`src/design/afl_pkg.sv`:
```
`default_nettype none

package afl_pkg;

  localparam int SampleWidth = 16;
  localparam int WeightWidth = 8;
  localparam int ThreshWidth = 16;
  localparam int CfgDataWidth = 16;
  localparam int CfgAddrWidth = 2;

  // Q0.8 rounding: (d*w + half) >> 8
  localparam int WeightShift = 8;
  localparam logic [SampleWidth+WeightWidth-1:0] RoundHalf = 24'd128;

  localparam logic [ThreshWidth-1:0] ThreshReset = 16'd0;
  localparam logic [WeightWidth-1:0] FixedWeightReset = 8'd128;
  localparam logic [WeightWidth-1:0] WeightMaxReset = 8'd255;
  localparam logic [WeightWidth-1:0] WeightStepReset = 8'd20;

  typedef enum logic [CfgAddrWidth-1:0] {
    REG_ACCEL_THRESHOLD = 2'd0,
    REG_FIXED_WEIGHT    = 2'd1,
    REG_WEIGHT_MAX      = 2'd2,
    REG_WEIGHT_STEP     = 2'd3
  } reg_index_t;

  typedef enum logic [1:0] {
    DIR_NONE = 2'd0,
    DIR_UP   = 2'd1,
    DIR_DOWN = 2'd2
  } dir_t;

  typedef struct packed {
    logic [ThreshWidth-1:0] accel_threshold;
    logic [WeightWidth-1:0] fixed_weight;
    logic [WeightWidth-1:0] weight_max;
    logic [WeightWidth-1:0] weight_step;
  } cfg_t;

endpackage

`default_nettype wire

```
`src/design/afl_cfg.sv`:
```
`default_nettype none

module afl_cfg (
  input  wire logic                                clk,
  input  wire logic                                rst,
  input  wire logic                                cfg_we,
  input  wire logic [afl_pkg::CfgAddrWidth-1:0]    cfg_addr,
  input  wire logic [afl_pkg::CfgDataWidth-1:0]    cfg_wdata,
  output afl_pkg::cfg_t                            cfg
);
  import afl_pkg::*;

  cfg_t regs;

  always_ff @(posedge clk) begin
    if (rst) begin
      regs.accel_threshold <= ThreshReset;
      regs.fixed_weight    <= FixedWeightReset;
      regs.weight_max      <= WeightMaxReset;
      regs.weight_step     <= WeightStepReset;
    end else if (cfg_we) begin
      unique case (reg_index_t'(cfg_addr))
        REG_ACCEL_THRESHOLD: regs.accel_threshold <= cfg_wdata[ThreshWidth-1:0];
        REG_FIXED_WEIGHT:    regs.fixed_weight    <= cfg_wdata[WeightWidth-1:0];
        REG_WEIGHT_MAX:      regs.weight_max      <= cfg_wdata[WeightWidth-1:0];
        REG_WEIGHT_STEP:     regs.weight_step     <= cfg_wdata[WeightWidth-1:0];
        default: ;
      endcase
    end
  end

  assign cfg = regs;

endmodule

`default_nettype wire

```
`src/design/afl_core.sv`:
```
`default_nettype none

// Filter state plus the combinational update. State advances when 'step' is high.
module afl_core (
  input  wire logic                               clk,
  input  wire logic                               rst,
  input  wire logic                               step,
  input  wire logic [afl_pkg::SampleWidth-1:0]    sample,
  input  wire afl_pkg::cfg_t                      cfg,
  output logic [afl_pkg::SampleWidth-1:0]         filtered_next,
  output logic [afl_pkg::WeightWidth-1:0]         weight_next
);
  import afl_pkg::*;

  localparam int ProdWidth = SampleWidth + WeightWidth;

  logic [SampleWidth-1:0] last_output;
  dir_t                   last_direction;
  logic [WeightWidth-1:0] adaptive_weight;

  dir_t                   dir;
  logic [SampleWidth-1:0] diff;
  logic                   adaptive;
  logic [WeightWidth-1:0] incr;
  logic [WeightWidth:0]   sum;
  logic [WeightWidth-1:0] adapt_next;
  logic [WeightWidth-1:0] w;
  logic [ProdWidth-1:0]   prod;
  logic [SampleWidth-1:0] delta;

  always_comb begin
    if (sample > last_output) begin
      dir  = DIR_UP;
      diff = sample - last_output;
    end else if (sample < last_output) begin
      dir  = DIR_DOWN;
      diff = last_output - sample;
    end else begin
      dir  = DIR_NONE;
      diff = '0;
    end
  end

  assign adaptive = (cfg.accel_threshold != '0);
  assign incr     = (diff > cfg.accel_threshold) ? cfg.weight_step : WeightWidth'(1);
  // 9-bit sum tops out at 510, so no wrap; just clamp to the max
  assign sum      = {1'b0, adaptive_weight} + {1'b0, incr};

  always_comb begin
    if (dir != last_direction) begin
      adapt_next = '0;
    end else if (sum > {1'b0, cfg.weight_max}) begin
      adapt_next = cfg.weight_max;
    end else begin
      adapt_next = sum[WeightWidth-1:0];
    end
  end

  assign w     = adaptive ? adapt_next : cfg.fixed_weight;
  assign prod  = ProdWidth'(diff) * ProdWidth'(w) + RoundHalf;
  assign delta = prod[WeightShift +: SampleWidth];

  always_comb begin
    case (dir)
      DIR_UP:   filtered_next = last_output + delta;
      DIR_DOWN: filtered_next = last_output - delta;
      default:  filtered_next = last_output;
    endcase
  end

  assign weight_next = w;

  always_ff @(posedge clk) begin
    if (rst) begin
      last_output     <= '0;
      last_direction  <= DIR_NONE;
      adaptive_weight <= '0;
    end else if (step) begin
      last_output <= filtered_next;
      if (adaptive) begin
        last_direction  <= dir;
        adaptive_weight <= adapt_next;
      end
    end
  end

endmodule

`default_nettype wire

```
`src/design/adaptive_first_order_lag_filter.sv`:
```
`default_nettype none

// Adaptive first-order lag filter. Each 16-bit sample request yields one result
// request holding the new filtered value and the weight (out of 256) applied:
// filtered = old +/- ((|sample - old| * w + 128) >> 8). With accel_threshold
// zero the weight is fixed_weight; otherwise it grows while the direction of
// change repeats (by weight_step for changes above the threshold, else by one,
// clamped to weight_max) and drops to zero when the direction flips.
// Throughput is one sample per clock while results are taken without stalls.
// A sample is held in the input register, then makes one pass through the
// subtract / weight update / 16x8 multiply path into the output register,
// which raises output valid; a stalled result holds it in the input register.
// The filter state feeds back within that single pass, which sets the rate.
// Configuration writes take effect on the next clock and are meant to be made
// only while the block is empty.
module adaptive_first_order_lag_filter (
  input  wire logic        clk,
  input  wire logic        rst,

  // sample requests
  input  wire logic        s_axis_tvalid,
  output logic             s_axis_tready,
  input  wire logic [15:0] s_axis_tdata,   // [15:0] sample

  // result requests
  output logic             m_axis_tvalid,
  input  wire logic        m_axis_tready,
  output logic [23:0]      m_axis_tdata,   // [15:0] filtered, [23:16] weight_now

  // register writes
  input  wire logic        cfg_we,
  input  wire logic [1:0]  cfg_addr,       // 0 thresh, 1 fixed wt, 2 max wt, 3 step
  input  wire logic [15:0] cfg_wdata
);
  import afl_pkg::*;

  cfg_t cfg;

  // input stage
  logic                   in_valid;
  logic [SampleWidth-1:0] in_sample;

  // output stage
  logic                   out_valid;
  logic [SampleWidth-1:0] out_filtered;
  logic [WeightWidth-1:0] out_weight;

  logic                   advance;
  logic                   in_fire;
  logic [SampleWidth-1:0] filtered_next;
  logic [WeightWidth-1:0] weight_next;

  // An item moves from the input register to the output register whenever
  // the output register is empty or being drained this cycle.
  assign advance       = in_valid && (!out_valid || m_axis_tready);
  assign s_axis_tready = !rst && (!in_valid || advance);
  assign in_fire       = s_axis_tvalid && s_axis_tready;

  afl_cfg u_cfg (
    .clk       (clk),
    .rst       (rst),
    .cfg_we    (cfg_we),
    .cfg_addr  (cfg_addr),
    .cfg_wdata (cfg_wdata),
    .cfg       (cfg)
  );

  afl_core u_core (
    .clk           (clk),
    .rst           (rst),
    .step          (advance),
    .sample        (in_sample),
    .cfg           (cfg),
    .filtered_next (filtered_next),
    .weight_next   (weight_next)
  );

  always_ff @(posedge clk) begin
    if (rst) begin
      in_valid <= 1'b0;
    end else if (in_fire) begin
      in_valid <= 1'b1;
    end else if (advance) begin
      in_valid <= 1'b0;
    end
  end

  always_ff @(posedge clk) begin
    if (in_fire) begin
      in_sample <= s_axis_tdata[SampleWidth-1:0];
    end
  end

  always_ff @(posedge clk) begin
    if (rst) begin
      out_valid <= 1'b0;
    end else if (advance) begin
      out_valid <= 1'b1;
    end else if (m_axis_tready) begin
      out_valid <= 1'b0;
    end
  end

  always_ff @(posedge clk) begin
    if (advance) begin
      out_filtered <= filtered_next;
      out_weight   <= weight_next;
    end
  end

  assign m_axis_tvalid = out_valid;
  assign m_axis_tdata  = {out_weight, out_filtered};

endmodule

`default_nettype wire

```
`config.mk`:
```
export PLATFORM = sky130hd
export DESIGN_NAME = adaptive_first_order_lag_filter
export DESIGN_NICKNAME = d
export VERILOG_FILES = /design/src/design/afl_pkg.sv /design/src/design/afl_cfg.sv /design/src/design/afl_core.sv /design/src/design/adaptive_first_order_lag_filter.sv
export SDC_FILE = /design/constraint.sdc
export NUM_CORES = 1
export LEC_CHECK = 0
export BUFFER_PORTS_ARGS = -buffer_cell sky130_fd_sc_hd__clkbuf_2
export CORE_MARGIN = 3
export CORE_UTILIZATION = 55
export CTS_CLUSTER_DIAMETER = 150
export DETAILED_ROUTE_END_ITERATION = 8
export PLACE_DENSITY = 0.75
export SYNTH_ARGS = -nofsm -noshare
export SYNTH_HDL_FRONTEND = slang
export SYNTH_SLANG_ARGS = --single-unit
```
`constraint.sdc`:
```
create_clock -name clk -period 36.9 [get_ports clk]
set_clock_uncertainty 0.1 [all_clocks]
set_input_delay 0 -clock clk [delete_from_list [all_inputs] [get_ports clk]]
set_output_delay 0 -clock clk [all_outputs]
set_load 0.02 [all_outputs]
```
==> results of run 1 <==
[Yosys cell counts, types with 12 or more instances]
master	n
buf_2	12
fa_1	87
clkbuf_1	34
nand2b_1	19
nor2b_1	15
xnor2_1	24
mux2i_1	14
o21bai_1	12
nor3_1	16
o21ai_0	34
a21o_1	24
nand3_1	14
edfxtp_1	40
inv_1	213
ha_1	132
nand2_1	149
xor2_1	21
nand3b_1	12
a21oi_1	105
dfxtp_1	68
nor2_1	166
and2_1	16
[cells by family (layout without fill, tap and decap cells)]
kind of cell | Yosys count | count (layout) | share of synthesized area
AOI/OAI and AO/OA | 278 | 278 | 0.161
xor gates and xnor gates | 47 | 47 | 0.0373
adders and majority gates | 219 | 219 | 0.292
buffers and inverters | 266 | 336 | 0.0895
DFF | 108 | 108 | 0.221
muxes | 14 | 14 | 0.0121
and+or+nand+nor | 469 | 469 | 0.188
[state kept, by name, summed over array words and instances, names as in the netlist]
signal	cells
u_cfg.cfg	40
in_sample	16
out_filtered	16
u_core.last_output	16
out_weight	8
u_core.adaptive_weight	8
u_core.last_direction	2
in_valid	1
m_axis_tvalid	1
[per-stage QoR]
| step | utilization | instance area [um2] | hold WS [ns] | cells | setup slack, ns |
|---|---|---|---|---|---|
| 3_3_place_gp | 0.590 | 12100 | 0.0763 | 1689 | 20.57 |
| 4_1_cts | 0.624 | 12800 | 0.00239 | 1741 | 20.12 |
| 3_5_place_dp | 0.590 | 12100 | 0.0786 | 1689 | 20.21 |
| 2_1_floorplan | - | 11600 | -0.00113 | 1401 | 22.25 |
| 5_1_grt | 0.624 | 12800 | 0.0627 | 1741 | 18.99 |
| 6_report | 0.624 | 12800 | 0.0189 | 1741 | 20.01 |
[power by group]
| group | leakage (nW) | internal [mW] | switching, mW |
|---|---|---|---|
| Clock | 0.155 | 0.0552 | 0.0481 |
| Combinational | 5.11 | 0.251 | 0.405 |
| Sequential | 0.933 | 0.159 | 0.0124 |
| Total | 6.20 | 0.465 | 0.465 |
[layer usage]
| layer | share of wire | vias up | wire length [um] | GRT usage |
|---|---|---|---|---|
| li1 | - | 4794 | - | - |
| met1 | 0.44 | 4706 | 12400 | 0.325 |
| met2 | 0.49 | 297 | 13800 | 0.445 |
| met3 | 0.047 | 55 | 1310 | 0.0353 |
| met4 | 0.019 | 0 | 535 | 0.0662 |
| met5 | 0 | - | 0 | 0 |
[repair_timing]
item / 4_1_cts / 5_1_grt
gates resized for setup: 0 / 0
hold buffers: 36 / 0
buffers inserted: 0 / 0
endpoints found under the hold margin: 58 / 0
[critical path: cells and delay by family (launching register included)]
family          cells  cell delay, ns
buf+inv             8            0.87
xor+xnor            3            0.74
flops               1            0.39
mux                 1            0.36
compound gates     29            6.73
fa+ha+maj          12            4.63
simple gates       15            2.97
[final cells by class]
| cell class | instances | area (um2) | area share |
|---|---|---|---|
| Tap cell | 270 | 338 | 0.0264 |
| Clock buffer | 11 | 275 | 0.0215 |
| Multi-Input combinational cell | 1027 | 8030 | 0.628 |
| Timing Repair Buffer | 106 | 726 | 0.0568 |
| Inverter | 214 | 803 | 0.0628 |
| Sequential cell | 108 | 2560 | 0.200 |
| Clock inverter | 5 | 45.0 | 0.00352 |
[cell usage in the layout (no fill, tap or decap), types with 21 or more instances in the layout]
cell,Yosys,final
a21o_1,24,24
a21oi_1,105,105
clkbuf_2,0,64
dfxtp_1,68,68
dlygate4sd3_1,0,36
edfxtp_1,40,40
fa_1,87,87
ha_1,132,132
inv_1,213,213
nand2_1,149,149
nor2_1,166,166
o21ai_0,34,34
xnor2_1,24,24
xor2_1,21,21
[final timing paths]
kind	startpoint	to	slack (ns)	cells past startpoint
max	in_sample[0]	u_core.last_output[15]	20.01	68
max reg2reg	in_sample[0]	u_core.last_output[15]	20.01	68
min	cfg_addr[1]	u_cfg.cfg[16]	0.02	4
min reg2reg	u_cfg.cfg[0]	u_cfg.cfg[0]	0.36	2
==> metrics.md, run 1 <==
| Metric | Value |
|---|---|
| CTS tree | built |
| Pin count of the biggest net entering global routing | 70 |
| ANT cells | 0 |
| Post-DRT Antenna Nets | 0 |
| Synth area leaders | fa_1, ha_1, dfxtp_1, edfxtp_1, inv_1 |
| Overall Global Routing Usage | 0.253 |
| DRC Markers | 0 |
| Maximum root-to-sink buffer count | 2 |
| Critical Path Most Common Cell | inv_1 |
| Cell Area, Synth | 11600 um2 |
| Clock Sinks | 108 |
| Final GP Congestion | 0.930 |
| Clk pin slew, worst setup/hold paths | 0.08 ns |
| Max-capacitance violation count | 0 |
| Initial antenna violation count | 0 |
| Layout net count | 1724 |
| RSZ-0062 raised after global routing | no |
| Setup crit start kind | flop |
| Syn avg cell area | between 8 and 9 um2 |
| Library cells used by synthesis | between 80 and 90 |
| Worst setup EP type | flop |
| Core Rows | 52 |
| DRT Pass-1 Iters | 5 |
| CORE AREA | 20500 um2 |
| VDD IR max | 0.0000806 V |
| Initial Util | 0.567 |
| Largest fanout on the critical path | 40 |
| Vias post-DR | 9852 |
| Die area | 22900 um2 |
| Power per cell area | 72.8 nW/um2 |
| CP max stage cell | o31a_1 |
| Final period utilization | 0.458 |
| First-pass GRT wire length | around 47000 um |
| Register bit total from synthesis | roughly 110 |
| Total gr overflow | 0 |
| Final-report hold violation count | 0 |
| Async SR Flop Fraction | 0 |
| Yosys warnings | 0 |
| Final setup fails | 0 |
| CP required | 37.09 ns |
| Worst Tran Pin Value | 0.846 ns |
| Clock period minus worst slack | 16.89 ns |
| Cell taking the most area after synthesis | fa_1 |
| DR iter-0 viols | 664 |
| Num CTS Buffers | 9 |
| Synth-to-Final Area Change | 10.0% |
| P_leak | around 6.2 nW |
| Post-DP HPWL | ~22000 um |
| Peak Freq | 0.0592 GHz |
| Crit path DAT | 17.08 ns |
| Pins Over Slew Limit | 0 |
| Seq/Total Area, Yosys | 0.221 |
| Depth of the CTS H-tree | 3 |
| Final WL | 28000 um |
| Syn_nets | approximately 1.7k |
| DR WL/cell | approximately 16 um |
| Worst-Skew Late Latency | 0.36 ns |
| Crit Path Class | reg -> reg |
| Setup TNS | 0 ns |
| Status | finished clean |
| Vias in the first global route | around 10k |
| Die W | 151 um |
| Top_reg_cell synth | dfxtp_1 |
| Layout cells sized above 1 | 0.0836 |
| IO Port Bufs | 64 |
| Slew headroom | 0.432 |
| Synth top area share | 0.150 |
| Cells after Synth | 1401 |
| Min-Delay Path Class | in -> reg |
| EDFF count, synth | 40 |
| Power, Total | ~930 uW |
| Vias per cell | 5.66 |
| Die Y | around 150 um |
| Io pins | 65 |
| Slowest cell delay on critical path | 0.70 ns |
| Root Driver | clkbuf_16 |
| Layout fillers | 1732 |
No activity file was read; power rests on OpenSTA's default activity.
==> run 2, diff against run 1 <==
- clock period: 36.9 -> 16.8 ns (I/O delays scaled with it)
==> run 2 against run 1 <==
Compared with the run above: final cell count up 0.75%; first-iteration DRC count down 13%; highest routed layer unchanged; critical path type unchanged; maximum frequency up 7.6%; non-clock buffer count up 13; combinational power up 120%; wire length down 1.5%; die area unchanged; critical path depth up 2; cell area up 1.1%; clock power up 120%.
==> metrics.md, run 2 (synthesis gave the netlist of run 1 again) <==
| Metric | Value |
|---|---|
| Status | finished clean (unchanged) |
| Vias post-DR | 9735 (was 9852) |
| Commonest non-fill, non-tap cell in the layout | inv_1 (unchanged) |
| Worst setup margin | 1.10 ns (was 20.01 ns) |
| Slowest cell delay on critical path | 0.54 ns (was 0.70 ns) |
| Core Rows | 52 (unchanged) |
| Layout cells sized above 1 | 0.0970 (was 0.0836) |
| Most frequent cells in the layout | inv_1, nor2_1, nand2_1, ha_1, a21oi_1 (unchanged) |
| Die W | 151 um (unchanged) |
| Largest register FFs | 40 (unchanged) |
| Clock Sinks | 108 (unchanged) |
| Die area | 22900 um2 (unchanged) |
| DR iter-0 viols | 577 (was 664) |
| Depth of the CTS H-tree | 3 (unchanged) |
| Worst-Skew Late Latency | 0.37 ns (was 0.36 ns) |
| Peak Freq | 0.0637 GHz (was 0.0592 GHz) |
| Post-DP HPWL | 21300 um (was 21600 um) |
| P_leak | 6.27 nW (was 6.20 nW) |
| Num CTS Buffers | 9 (unchanged) |
| Layout net count | 1737 (was 1724) |
| Clock period minus worst slack | 15.70 ns (was 16.89 ns) |
| Clk pin slew, worst setup/hold paths | 0.08 ns (about the same) |
| DRC Markers | 0 (unchanged) |
| Power per cell area | 159 nW/um2 (was 72.8 nW/um2) |
| Overall Global Routing Usage | 0.250 (was 0.253) |
| Min-Delay Path Class | in -> reg (unchanged) |
| Final-report hold violation count | 0 (unchanged) |
| Setup crit start kind | flop (unchanged) |
| Vias in the first global route | 9525 (was 9891) |
| CP required | 16.99 ns (was 37.09 ns) |
| Die Y | 151 um (unchanged) |
| Dpl ws | 0.528 ns (was 20.21 ns) |
| Slew headroom | 0.451 (was 0.432) |
| CP max stage cell | fa_1 (was o31a_1) |
| IO Port Bufs | 64 (unchanged) |
| DRT Pass-1 Iters | 5 (unchanged) |
| DR WL/cell | 15.7 um (was 16.1 um) |
| Final core occ | 0.631 (was 0.624) |
| Initial Util | 0.567 (unchanged) |
| Io pins | 65 (unchanged) |
| CTS tree | built (unchanged) |
| Final period utilization | 0.934 (was 0.458) |
| Synth-to-Final Area Change | 11.2% (was 10.0%) |
| Maximum root-to-sink buffer count | 2 (unchanged) |
| Largest fanout on the critical path | 39 (was 40) |
| Final setup fails | 0 (unchanged) |
| Crit Path Class | reg -> reg (unchanged) |
| Max-capacitance violation count | 0 (unchanged) |
| First-pass GRT wire length | 46200 um (was 47100 um) |
| Vias per cell | 5.55 (was 5.66) |
| Initial antenna violation count | 0 (unchanged) |
| Post-DRT Antenna Nets | 0 (unchanged) |
| CORE AREA | 20500 um2 (unchanged) |
| Final WL | 27600 um (was 28000 um) |
| Root Driver | clkbuf_16 (unchanged) |
| Pins Over Slew Limit | 0 (unchanged) |
| Crit path DAT | 15.88 ns (was 17.08 ns) |
| Total gr overflow | 0 (unchanged) |
| ANT cells | 0 (unchanged) |
| Worst Tran Pin Value | 0.823 ns (was 0.846 ns) |
| Final GP Congestion | 0.916 (was 0.930) |
| Worst setup EP type | flop (unchanged) |
| VDD IR max | 0.000153 V (was 0.0000806 V) |
| Pin count of the biggest net entering global routing | 70 (unchanged) |
-- run 2: what timing repair did --
item,CTS,global route
setup endpoints to repair,0,16
gates resized for setup,0,10
hold buffers,37,0
endpoints found under the hold margin,58,0
setup buffers,0,1
-- run 2: report_power, final --
part	leakage [nW]	switching, mW	total, mW	internal [mW]
combinational	5.18	0.884	1.45	0.566
clock	0.155	0.107	0.228	0.121
sequential	0.933	0.0257	0.374	0.349
total	6.27	1.02	2.05	1.04
-- run 2: worst paths after layout --
path	from	end	slack [ns]	depth (start not counted)
worst max-delay path	in_sample[0]	u_core.last_output[15]	1.10	70
worst max register to register	in_sample[0]	u_core.last_output[15]	1.10	70
worst min-delay path	cfg_addr[0]	u_cfg.cfg[14]	0.04	4
worst min register to register	u_cfg.cfg[21]	u_cfg.cfg[21]	0.36	2
-- run 2: through the flow --
stage / hold slack, ns / instance area (um2) / power [mW] / setup TNS (ns) / cells
2_1_floorplan: -0.00113 / 11600 / 1.48 / 0 / 1401
3_3_place_gp: 0.0766 / 12200 / 1.77 / 0 / 1700
3_5_place_dp: 0.0786 / 12200 / 1.79 / 0 / 1700
4_1_cts: 0.0317 / 12900 / 2.05 / 0 / 1753
5_1_grt: 0.0660 / 12900 / 2.29 / -0.00682 / 1754
6_report: 0.0354 / 12900 / 2.05 / 0 / 1754
-- run 2: layer usage --
layer  GRT usage  wire length, um
met1       0.335            12500
met2       0.427            13300
met3      0.0380             1300
met4      0.0607              493
met5           0                0
-- run 2: worst max-delay path: cells and delay by family, from the launching register on --
kind,cells,cell delay [ns]
buf+inv,10,1.17
xor+xnor,4,0.96
flops,1,0.39
mux,1,0.31
fa+ha+maj,13,4.82
compound gates,28,5.15
simple gates,14,2.66
-- run 2: cell type report --
class	count	area, um2
multi-input cells	1027	8060
fillers	1740	7570
flip-flops and latches	108	2560
repair buffers	119	838
inverters	214	803
well taps	270	338
clock buffers	11	275
clock inverters	5	45.0
==> run 3, diff against run 2 <==
- CORE_UTILIZATION: 55 -> 45
- PLACE_DENSITY: 0.75 -> 0.64
==> run 3 against run 2 <==
Compared with the run above: clock power up 2%; critical path depth shrank 5; count of clock-buffer cells in the layout unchanged; highest routed layer unchanged; critical path type unchanged; setup slack worse by 0.024 ns.
==> metrics.md, run 3 (synthesis gave the netlist of run 1 again) <==
| Metric | Value |
|---|---|
| Vias in the first global route | 9615 (was 9525) |
| First-pass GRT wire length | 47400 um (was 46200 um) |
| Io pins | 65 (unchanged) |
| CP required | 16.99 ns (about the same) |
| Vias per cell | 5.33 (was 5.55) |
| Clock Sinks | 108 (unchanged) |
| DR iter-0 viols | 721 (was 577) |
| Worst setup startpoint | in_sample[0] (unchanged) |
| Die W | 167 um (was 151 um) |
| Clk pin slew, worst setup/hold paths | 0.08 ns (about the same) |
| Peak Freq | 0.0636 GHz (was 0.0637 GHz) |
| Worst setup endpoint | u_core.last_output[15] (unchanged) |
| ANT cells | 0 (unchanged) |
| Synth-to-Final Area Change | 12.4% (was 11.2%) |
| Num CTS Buffers | 9 (unchanged) |
| Largest fanout on the critical path | 18 (was 39) |
| Final GP Congestion | 0.890 (was 0.916) |
| Worst setup margin | 1.08 ns (was 1.10 ns) |
| Pin count of the biggest net entering global routing | 70 (unchanged) |
| DRC Markers | 0 (unchanged) |
| Root Driver | clkbuf_16 (unchanged) |
| Uppermost layer routed | met4 (unchanged) |
| Layout net count | 1748 (was 1737) |
| Storage cell area | 2560 um2 (unchanged) |
| Largest register FFs | 40 (unchanged) |
| Critical Path Most Common Cell | ha_1 |
| Final setup fails | 0 (unchanged) |
| Setup crit start kind | flop (unchanged) |
| Commonest non-fill, non-tap cell in the layout | inv_1 (unchanged) |
| Slew headroom | 0.369 (was 0.451) |
| Worst Tran Pin Value | 0.939 ns (was 0.823 ns) |
| Overall Global Routing Usage | 0.206 (was 0.250) |
| M1 wire length | 13300 um (was 12500 um) |
| CTS tree | built (unchanged) |
| Maximum root-to-sink buffer count | 2 (unchanged) |
| Crit Path Class | reg -> reg (unchanged) |
| P_leak | 6.31 nW (was 6.27 nW) |
| Detail Route met2 WL | 13700 um (was 13300 um) |
| RR Endpoint | u_core.last_output[15] (unchanged) |
| CP max stage cell | a221o_1 (was fa_1) |
| Hold slack | 0.0271 ns (was 0.0354 ns) |
| Max-capacitance violation count | 0 (unchanged) |
| DR WL/cell | 15.7 um (about the same) |
| Layout cells sized above 1 | 0.101 (was 0.0970) |
| Post-DRT Antenna Nets | 0 (unchanged) |
| Core Rows | 58 (was 52) |
| Met3 WL post-DR | 1060 um (was 1300 um) |
| DRT Pass-1 Iters | 5 (unchanged) |
| Pins Over Slew Limit | 0 (unchanged) |
| VDD IR max | 0.000138 V (was 0.000153 V) |
| Crit path DAT | 15.91 ns (was 15.88 ns) |
| Reg-to-Reg Start | in_sample[0] (unchanged) |
| Final period utilization | 0.936 (was 0.934) |
| Most frequent cells in the layout | inv_1, nor2_1, nand2_1, ha_1, a21oi_1 (unchanged) |
| Vias post-DR | 9733 (was 9735) |
| Total gr overflow | 0 (unchanged) |
| Worst-Skew Late Latency | 0.37 ns (about the same) |
| Power per cell area | 159 nW/um2 (about the same) |
| Depth of the CTS H-tree | 3 (unchanged) |
| Initial Util | 0.460 (was 0.567) |
| Die area | 27800 um2 (was 22900 um2) |
| Dpl ws | 0.198 ns (was 0.528 ns) |
| Final core occ | 0.517 (was 0.631) |
| Initial antenna violation count | 0 (unchanged) |
| Slowest cell delay on critical path | 0.58 ns (was 0.54 ns) |
| Status | finished clean (unchanged) |
| Final-report hold violation count | 0 (unchanged) |
| Post-DP HPWL | 22400 um (was 21300 um) |
| Number of cells on the worst reg-to-reg path | 65 (was 70) |
| Die Y | 167 um (was 151 um) |
| Worst setup EP type | flop (unchanged) |
| R2R setup slack | 1.08 ns (was 1.10 ns) |
| Layout fillers | 2376 (was 1740) |
| CORE AREA | 25300 um2 (was 20500 um2) |
| Multi-input gate area | 8050 um2 (was 8060 um2) |
| IO Port Bufs | 64 (unchanged) |
| Final WL | 28600 um (was 27600 um) |
| Min-Delay Path Class | in -> reg (unchanged) |
| Clock period minus worst slack | 15.72 ns (was 15.70 ns) |
## run 3: cell types whose count changed in the layout (fill, tap and decap cells not counted), sizes merged
cell | before | now
buf | 18 | 29
## run 3: through the flow
step | TNS, ns | power [mW] | area (um2) | cells
floorplan | 0 | 1.48 | 11600 | 1401
global placement | 0 | 1.80 | 12300 | 1766
detailed placement | 0 | 1.81 | 12300 | 1766
CTS | 0 | 2.07 | 13000 | 1819
global route | -0.0260 | 2.29 | 13100 | 1825
finish | 0 | 2.07 | 13100 | 1825
## run 3: power by group
group,internal [mW],switching (mW),total (mW),leakage (nW)
Combinational,0.575,0.890,1.47,5.22
Clock,0.121,0.111,0.233,0.155
Sequential,0.349,0.0257,0.374,0.933
Total,1.04,1.03,2.07,6.31
## run 3: layout make-up
class                      instances  share of cell area
multi-input combinational       1027               0.617
sequential                       108               0.196
timing repair buffer             130              0.0696
inverter                         214              0.0615
tap                              330              0.0316
clock buffer                      11              0.0211
clock inverter                     5             0.00345
## run 3: how the worst min path moves through the flow
| stage | cells after the start | slack (ns) | to | start |
|---|---|---|---|---|
| after global routing | 4 | 0.09 | u_cfg.cfg[9] | cfg_addr[0] |
| final | 4 | 0.03 | u_cfg.cfg[15] | cfg_addr[0] |
| after CTS | 4 | 0.02 | u_cfg.cfg[12] | cfg_addr[0] |
| after floorplan | 0 | -0.001 | in_sample[0] | s_axis_tdata[0] |
| after global placement | 1 | 0.08 | in_sample[4] | s_axis_tdata[4] |
| after detailed placement | 1 | 0.08 | in_sample[4] | s_axis_tdata[4] |
## run 3: layer usage
layer	track usage	vias up
li1	-	4841
met1	0.275	4652
met2	0.352	201
met3	0.0297	39
met4	0.0567	0
met5	0	-
## run 3: critical path, delay by kind of cell, from the launching register on
family | cells | cell delay (ns)
fa+ha+maj | 12 | 4.52
xor+xnor | 4 | 0.81
buf+inv | 8 | 1.01
flops | 1 | 0.39
simple gates | 13 | 2.49
compound gates | 27 | 6.01
mux | 1 | 0.35
## run 3: repair_timing
| item | 4_1_cts | 5_1_grt |
|---|---|---|
| hold buffers | 37 | 0 |
| buffers inserted | 0 | 6 |
| gates resized for setup | 0 | 5 |
| hold endpoints to repair | 58 | 0 |
| endpoints found under the setup margin | 0 | 15 |
